<file path="config.mk">
export PLATFORM = sky130hd
export DESIGN_NAME = left_to_right_calculator
export DESIGN_NICKNAME = d
export VERILOG_FILES = /design/src/lrc_pkg.sv /design/src/lrc_alu.sv /design/src/left_to_right_calculator.sv
export SDC_FILE = /design/constraint.sdc
export NUM_CORES = 1
export LEC_CHECK = 0
export ABC_CLOCK_PERIOD_IN_PS = 13500
export BUFFER_PORTS_ARGS = -buffer_cell sky130_fd_sc_hd__buf_2
export CAP_MARGIN = 20
export CORE_AREA = 3 3 270 219
export DETAILED_ROUTE_END_ITERATION = 8
export DIE_AREA = 0 0 273 222
export HOLD_SLACK_MARGIN = 0.1
export PLACE_DENSITY = 0.55
export SKIP_LAST_GASP = 1
export SYNTH_ARGS = -nofsm -noshare
export SYNTH_HDL_FRONTEND = slang
export SYNTH_SLANG_ARGS = --single-unit
</file>
<file path="constraint.sdc">
create_clock -name clk -period 13.5 [get_ports clk]
set_input_delay 2.025 -clock clk [delete_from_list [all_inputs] [get_ports clk]]
set_output_delay 2.025 -clock clk [all_outputs]
set_load 0.1 [all_outputs]
</file>
<file path="src/lrc_pkg.sv">
package lrc_pkg;

  // operator codes
  typedef enum logic [2:0] {
    OP_NONE  = 3'd0,
    OP_ADD   = 3'd1,
    OP_SUB   = 3'd2,
    OP_MUL   = 3'd3,
    OP_DIV   = 3'd4,
    OP_OTHER = 3'd5
  } op_t;

  localparam logic [7:0] CHAR_PLUS  = 8'h2B;
  localparam logic [7:0] CHAR_MINUS = 8'h2D;
  localparam logic [7:0] CHAR_STAR  = 8'h2A;
  localparam logic [7:0] CHAR_SLASH = 8'h2F;
  localparam logic [7:0] CHAR_0     = 8'h30;
  localparam logic [7:0] CHAR_9     = 8'h39;

  localparam int VALUE_W = 32;
  localparam int EXT_W   = 64;

  typedef struct packed {
    logic [7:0] symbol;
    logic       end_of_expression;
  } in_req_t;

  typedef struct packed {
    logic signed [VALUE_W-1:0] value;
    logic                      divide_by_zero;
  } out_req_t;

  // sequencer -> arithmetic unit
  typedef struct packed {
    logic start;
    op_t  op;
  } alu_ctl_t;

  // arithmetic unit -> sequencer
  typedef struct packed {
    logic done;
    logic div_zero;
  } alu_sts_t;

  function automatic op_t decode_op(input logic [7:0] c);
    op_t op;
    case (c)
      CHAR_PLUS:  op = OP_ADD;
      CHAR_MINUS: op = OP_SUB;
      CHAR_STAR:  op = OP_MUL;
      CHAR_SLASH: op = OP_DIV;
      default:    op = OP_OTHER;
    endcase
    return op;
  endfunction

endpackage

</file>
<file path="src/lrc_alu.sv">
// Shared arithmetic unit: add/sub/pass, shift-add multiply and
// restoring divide, one bit per cycle.
module lrc_alu #(
  parameter int W = 32
) (
  input  logic              clk,
  input  logic              rst_n,
  input  lrc_pkg::alu_ctl_t ctl,
  input  logic [W-1:0]      a,
  input  logic [W-1:0]      b,
  output logic [W-1:0]      result,
  output lrc_pkg::alu_sts_t sts
);

  localparam int CW = $clog2(W);

  typedef enum logic [1:0] {
    U_IDLE,
    U_MUL,
    U_DIV,
    U_FIX
  } ustate_t;

  ustate_t       state_r, state_nxt;
  logic [W-1:0]  acc_r, acc_nxt;     // product / partial remainder
  logic [W-1:0]  sh_r, sh_nxt;       // multiplier / dividend-quotient
  logic [W-1:0]  opnd_r, opnd_nxt;   // multiplicand / divisor
  logic [CW-1:0] cnt_r, cnt_nxt;
  logic          neg_r, neg_nxt;
  logic [W-1:0]  res_r, res_nxt;
  logic          done_r, done_nxt;
  logic          dz_r, dz_nxt;
  logic [W:0]    trial;
  logic [W-1:0]  abs_a, abs_b;

  assign trial = {acc_r, sh_r[W-1]} - {1'b0, opnd_r};
  assign abs_a = a[W-1] ? (~a + 1'b1) : a;
  assign abs_b = b[W-1] ? (~b + 1'b1) : b;

  always_comb begin
    state_nxt = state_r;
    acc_nxt   = acc_r;
    sh_nxt    = sh_r;
    opnd_nxt  = opnd_r;
    cnt_nxt   = cnt_r;
    neg_nxt   = neg_r;
    res_nxt   = res_r;
    dz_nxt    = dz_r;
    done_nxt  = 1'b0;
    case (state_r)
      U_IDLE: begin
        if (ctl.start) begin
          dz_nxt = 1'b0;
          case (ctl.op)
            lrc_pkg::OP_NONE: begin
              res_nxt  = b;
              done_nxt = 1'b1;
            end
            lrc_pkg::OP_ADD: begin
              res_nxt  = a + b;
              done_nxt = 1'b1;
            end
            lrc_pkg::OP_SUB: begin
              res_nxt  = a - b;
              done_nxt = 1'b1;
            end
            lrc_pkg::OP_MUL: begin
              acc_nxt   = '0;
              opnd_nxt  = a;
              sh_nxt    = b;
              cnt_nxt   = CW'(W - 1);
              state_nxt = U_MUL;
            end
            lrc_pkg::OP_DIV: begin
              if (b == '0) begin
                res_nxt  = '0;
                dz_nxt   = 1'b1;
                done_nxt = 1'b1;
              end else begin
                acc_nxt   = '0;
                sh_nxt    = abs_a;
                opnd_nxt  = abs_b;
                neg_nxt   = a[W-1] ^ b[W-1];
                cnt_nxt   = CW'(W - 1);
                state_nxt = U_DIV;
              end
            end
            default: begin
              res_nxt  = '0;
              done_nxt = 1'b1;
            end
          endcase
        end
      end
      U_MUL: begin
        if (sh_r[0]) begin
          acc_nxt = acc_r + opnd_r;
        end
        opnd_nxt = {opnd_r[W-2:0], 1'b0};
        sh_nxt   = {1'b0, sh_r[W-1:1]};
        cnt_nxt  = cnt_r - 1'b1;
        if (cnt_r == '0) begin
          res_nxt   = acc_nxt;
          done_nxt  = 1'b1;
          state_nxt = U_IDLE;
        end
      end
      U_DIV: begin
        if (!trial[W]) begin
          acc_nxt = trial[W-1:0];
        end else begin
          acc_nxt = {acc_r[W-2:0], sh_r[W-1]};
        end
        sh_nxt  = {sh_r[W-2:0], ~trial[W]};
        cnt_nxt = cnt_r - 1'b1;
        if (cnt_r == '0) begin
          state_nxt = U_FIX;
        end
      end
      U_FIX: begin
        res_nxt   = neg_r ? (~sh_r + 1'b1) : sh_r;
        done_nxt  = 1'b1;
        state_nxt = U_IDLE;
      end
      default: begin
        state_nxt = U_IDLE;
      end
    endcase
  end

  always_ff @(posedge clk) begin
    if (!rst_n) begin
      state_r <= U_IDLE;
      done_r  <= 1'b0;
    end else begin
      state_r <= state_nxt;
      done_r  <= done_nxt;
      acc_r   <= acc_nxt;
      sh_r    <= sh_nxt;
      opnd_r  <= opnd_nxt;
      cnt_r   <= cnt_nxt;
      neg_r   <= neg_nxt;
      res_r   <= res_nxt;
      dz_r    <= dz_nxt;
    end
  end

  assign result       = res_r;
  assign sts.done     = done_r;
  assign sts.div_zero = dz_r;

endmodule

</file>
<file path="src/left_to_right_calculator.sv">
// Left-to-right calculator: takes an expression one ASCII character per
// request and returns one result request after the character flagged
// end_of_expression. No precedence; arithmetic wraps at DATA_WIDTH bits and
// the value is presented on 32 bits. A digit that is not the last character
// is taken without leaving the idle state. An operator character applies
// the pending operator on the arithmetic unit: +, -, a pass or an unknown
// operator finish without a bit loop, while * and / run the bit loop (a zero
// divisor skips it). This work is done by the single shared arithmetic unit,
// whose multiply and divide retire one bit per cycle. The last character adds
// one more apply of the pending operator on the same unit and then a load of
// the output register, and that load waits while an earlier result is still
// stalled there. in_stall is high while an item is in work. A finished result
// sits in the output register, so the next expression may start while it waits to be taken.
module left_to_right_calculator #(
  parameter int DATA_WIDTH = 32
) (
  input  logic              clk,
  input  logic              rst_n,
  input  logic              in_valid,
  output logic              in_stall,
  input  lrc_pkg::in_req_t  in_req,
  output logic              out_valid,
  input  logic              out_stall,
  output lrc_pkg::out_req_t out_req
);

  localparam int W = DATA_WIDTH;

  typedef enum logic [1:0] {
    T_IDLE,   // taking characters
    T_OP,     // applying pending operator for an operator character
    T_FIN,    // final apply at end of expression
    T_OUT     // waiting for the output register
  } tstate_t;

  tstate_t           state_r, state_nxt;
  logic [W-1:0]      rr_r, rr_nxt;        // running result
  logic [W-1:0]      cur_r, cur_nxt;      // number being read
  lrc_pkg::op_t      pend_r, pend_nxt;    // pending operator
  lrc_pkg::op_t      new_op_r, new_op_nxt;
  logic              last_r, last_nxt;
  logic              err_r, err_nxt;
  logic              start_r, start_nxt;
  lrc_pkg::out_req_t out_r, out_nxt;
  logic              out_valid_r, out_valid_nxt;

  logic                      accept;
  logic                      is_digit;
  logic [W-1:0]              digit_val;
  logic [lrc_pkg::EXT_W-1:0] rr_ext;

  lrc_pkg::alu_ctl_t alu_ctl;
  lrc_pkg::alu_sts_t alu_sts;
  logic [W-1:0]      alu_res;

  assign in_stall  = (state_r != T_IDLE);
  assign accept    = in_valid && !in_stall;
  assign is_digit  = in_req.symbol inside {[lrc_pkg::CHAR_0:lrc_pkg::CHAR_9]};
  assign digit_val = W'(in_req.symbol - lrc_pkg::CHAR_0);
  // value is the low 32 bits of the width-wrapped result
  assign rr_ext    = lrc_pkg::EXT_W'(rr_r);

  // operands always come from registers; start is a registered pulse
  assign alu_ctl.start = start_r;
  assign alu_ctl.op    = pend_r;

  lrc_alu #(
    .W(W)
  ) u_alu (
    .clk    (clk),
    .rst_n  (rst_n),
    .ctl    (alu_ctl),
    .a      (rr_r),
    .b      (cur_r),
    .result (alu_res),
    .sts    (alu_sts)
  );

  always_comb begin
    state_nxt     = state_r;
    rr_nxt        = rr_r;
    cur_nxt       = cur_r;
    pend_nxt      = pend_r;
    new_op_nxt    = new_op_r;
    last_nxt      = last_r;
    err_nxt       = err_r;
    start_nxt     = 1'b0;
    out_nxt       = out_r;
    out_valid_nxt = out_valid_r && out_stall;
    case (state_r)
      T_IDLE: begin
        if (accept) begin
          last_nxt = in_req.end_of_expression;
          if (is_digit) begin
            // cur * 10 + digit
            cur_nxt = {cur_r[W-4:0], 3'b000} + {cur_r[W-2:0], 1'b0} + digit_val;
            if (in_req.end_of_expression) begin
              start_nxt = 1'b1;
              state_nxt = T_FIN;
            end
          end else begin
            new_op_nxt = lrc_pkg::decode_op(in_req.symbol);
            start_nxt  = 1'b1;
            state_nxt  = T_OP;
          end
        end
      end
      T_OP: begin
        if (alu_sts.done) begin
          rr_nxt   = alu_res;
          err_nxt  = err_r | alu_sts.div_zero;
          pend_nxt = new_op_r;
          cur_nxt  = '0;
          if (last_r) begin
            start_nxt = 1'b1;
            state_nxt = T_FIN;
          end else begin
            state_nxt = T_IDLE;
          end
        end
      end
      T_FIN: begin
        if (alu_sts.done) begin
          rr_nxt    = alu_res;
          err_nxt   = err_r | alu_sts.div_zero;
          state_nxt = T_OUT;
        end
      end
      T_OUT: begin
        if (!out_valid_r || !out_stall) begin
          out_nxt.value          = signed'(rr_ext[lrc_pkg::VALUE_W-1:0]);
          out_nxt.divide_by_zero = err_r;
          out_valid_nxt          = 1'b1;
          // back to the start-of-expression state
          rr_nxt    = '0;
          cur_nxt   = '0;
          pend_nxt  = lrc_pkg::OP_NONE;
          err_nxt   = 1'b0;
          state_nxt = T_IDLE;
        end
      end
      default: begin
        state_nxt = T_IDLE;
      end
    endcase
  end

  always_ff @(posedge clk) begin
    if (!rst_n) begin
      state_r     <= T_IDLE;
      rr_r        <= '0;
      cur_r       <= '0;
      pend_r      <= lrc_pkg::OP_NONE;
      err_r       <= 1'b0;
      start_r     <= 1'b0;
      out_valid_r <= 1'b0;
    end else begin
      state_r     <= state_nxt;
      rr_r        <= rr_nxt;
      cur_r       <= cur_nxt;
      pend_r      <= pend_nxt;
      new_op_r    <= new_op_nxt;
      last_r      <= last_nxt;
      err_r       <= err_nxt;
      start_r     <= start_nxt;
      out_r       <= out_nxt;
      out_valid_r <= out_valid_nxt;
    end
  end

  assign out_valid = out_valid_r;
  assign out_req   = out_r;

endmodule

</file>
==> impl_metrics.tcl <==
set metrics [dict create \
    clkLatencyLatePin_ns 0.57 \
    area_growth_pct 8.65 \
    p_per_area_nw_per_um2 272 \
    cts-root-buf "clkbuf_16" \
    skew_ns 0.0303 \
    syn_area_per_cell_um2 8.61 \
    r2r-start "cur_r[0]$_SDFFE_PN0P_" \
    grt_pass1_vias 17400 \
    ys.flop_type "edfxtp_1" \
    cts.sinks 247 \
    dp_hpwl_um 47500 \
    finalWirelength_um 64700 \
    yosysSeqAreaShare_pct 31.9 \
    synth-async-reset-ratio_pct 0 \
    required_ns 13.94 \
    grt_use_met3_pct 2.81 \
    detail_route.vias_per_cell 5.78 \
    syn_nets 2614 \
    place_congestion 0.898 \
    grt-ovfl-total 0 \
    cts_resized 0 \
    cts_tree "yes" \
    cts_setup_buffers 0 \
    start_kind "input pin" \
    final-instance-count-excl-fill 3171 \
    yosysUniqueCellTypes 91 \
    synth_edf_count 172 \
    placementRows 78 \
    cp_max_fo 24 \
    rsz0062_at_grt "false" \
    cts_buffers 27 \
    dpl_cell_area_um2 21800 \
    min_path_cells 0 \
    finalSetupViolations 0 \
    tns_ns 0 \
    fillers 5747 \
    worstSetupEndpointType "flop" \
    wl_per_cell_um 20.4 \
    fmax_mhz 175 \
    die_area_um2 60600 \
    postLayoutCellArea_um2 22700 \
    die_h_um 222 \
    fin_ws_ns 7.77 \
    grt_pass1_wl_um 101000 \
    cts_hold_buf 0 \
    die_w_um 273 \
    worst_hold_startpoint "err_r$_SDFFE_PN0P_" \
    yosysWarnings 0 \
    grt_use_total_pct 20.8 \
    antenna_found_initial 1 \
    ant_nets 0 \
    relSlewSlack_pct 29.3 \
    busiest_layer "met2" \
    syn_area_um2 20900 \
    holdPathEnd "out_req[0]$_DFFE_PP_" \
    rr_worst_depth 16 \
    layout_min_cycle_time_ns 5.73 \
    vdd_drop_max_mv 0.192 \
    slowest_delay_ns 0.68 \
    drv_cap 0 \
    status "finished, final reports clean" \
    io_buffers 47 \
    post-route-period-util_pct 42.4 \
    worst_r2r_endpoint "u_alu.result[31]$_DFFE_PP_" \
    vias 18300 \
    layout_common_cells "262 x a21oi_1, 252 x nand2_1, 209 x nor2_1" \
    cts-htree-levels 1 \
    first_pass_iters 6 \
    clockBufferDepth 3 \
    drcViolationCount 0 \
    place_ws_ns 7.23 \
    drtIter0Drc 1679 \
    critPathBufInv 2 \
    finalHoldViolCount 0 \
    dp.cells 3120 \
    nets 2575 \
    min_path_type "flop to flop" \
    path_depth 15 \
    crit_family "compound AO/OA/AOI/OAI gates" \
    grt_use_met1_pct 30.7 \
    clkTransAtPathRegs_ns 0.06 \
    total_leakage_power_nw 8.76 \
    critical_path_class "input pin to flop" \
    drive_gt1_share_pct 7.59 \
    grt_max_degree 87 \
    reg2reg_slack_ns 8.11 \
    slew_violations 0 \
    initial_core_util_pct 37.0 \
    synthCells 2428 \
    arrival_ns 6.16 \
    slowest_stage "o41ai_2" \
    final_common_cell "a21oi_1" \
    crit_chain "buf_2, ha_1, nor3_2, buf_4, fa_1, ha_1, a21o_1, a21o_1, a21oi_1, o21ai_0, o41ai_2, nor3_1, or4b_1, xnor2_1, o21ai_1" \
    power_w 0.00619 \
    grt.met2_usage_pct 32.3 \
    synth_seq_cells 247 \
    worstMarginPinSlew_ns 1.05 \
    coreArea_um2 56500 \
    io_pins 48 \
]
-- sequential cells by signal, indices dropped and copies added (netlist names), 5 cells and up --
register      cells
cur_r            32
out_req          33
rr_r             32
u_alu.acc_r      32
u_alu.cnt_r       5
u_alu.opnd_r     32
u_alu.result     32
u_alu.sh_r       32
-- area by class of cell --
type / instances / area, µm² / area share [%]
timing repair buffer: 76 / 453 / 1.99
tap: 760 / 951 / 4.19
multi-input combinational: 1943 / 13400 / 58.8
clock buffer: 39 / 823 / 3.63
inverter: 94 / 353 / 1.55
sequential: 247 / 6670 / 29.4
clock inverter: 11 / 98.8 / 0.435
antenna: 1 / 2.50 / 0.0110
-- logic make-up (layout without fill, tap and decap cells) --
| logic type | Yosys count | in the layout | synth area share (%) |
|---|---|---|---|
| buf+inv | 238 | 220 | 4.45 |
| flops | 247 | 247 | 31.9 |
| xor+xnor | 224 | 224 | 9.39 |
| simple gates | 732 | 732 | 16.8 |
| mux | 56 | 56 | 2.84 |
| fa+ha+maj | 173 | 173 | 11.5 |
| other cells | 0 | 1 | 0 |
| compound gates | 758 | 758 | 23.1 |
-- power by group --
group	total, W	leakage [nW]	internal [W]	switching, W
sequential	0.00138	2.21	0.00107	0.000311
combinational	0.00403	6.11	0.00157	0.00246
clock	0.000774	0.451	0.000444	0.000330
-- synth_stat cells, types with 18 or more instances --
library cell,number,area (µm²)
nand3_1,31,155
nor2_1,211,792
o31ai_1,38,285
nor3b_1,41,308
dfxtp_1,75,1500
xor2_1,116,1020
inv_1,91,342
a21oi_1,262,1310
and3_1,24,150
edfxtp_1,172,5160
o21ai_0,145,726
nor2b_1,19,119
xnor2_1,108,946
fa_1,32,641
nand2_1,253,950
mux2_2,25,282
a221oi_1,40,350
o21bai_1,21,158
nand2b_1,18,113
a21o_1,39,293
a31oi_1,20,125
ha_1,141,1760
nor3_1,33,165
mux2i_1,30,300
clkbuf_1,122,458
a22oi_1,40,300
o211ai_1,36,270
-- worst max-delay path by stage --
stage	start	to	slack [ns]
detailed placement	in_req[5]	cur_r[30]$_SDFFE_PN0P_	7.23
global placement	in_req[5]	cur_r[30]$_SDFFE_PN0P_	7.33
finish	in_req[5]	cur_r[30]$_SDFFE_PN0P_	7.77
floorplan	in_req[5]	cur_r[30]$_SDFFE_PN0P_	5.99
global route	in_req[5]	cur_r[28]$_SDFFE_PN0P_	7.51
CTS	in_req[5]	cur_r[30]$_SDFFE_PN0P_	7.83
-- stage by stage --
stage	utilization, %	hold slack, ns
after global placement	38.5	0.417
after detailed placement	38.5	0.429
after CTS	40.2	0.445
after global routing	40.2	0.478
final	40.2	0.442
after floorplan	-	0.406
-- routing by layer --
layer  routed length, µm  part of all wire [%]  up-vias
met5                   0                     0        -
met4                1480                   2.3        0
met3                4160                   6.4       81
met2               28000                    43      566
met1               31000                    48     8848
li1                    -                     -     8828
No activity file was read; power rests on OpenSTA's default activity.
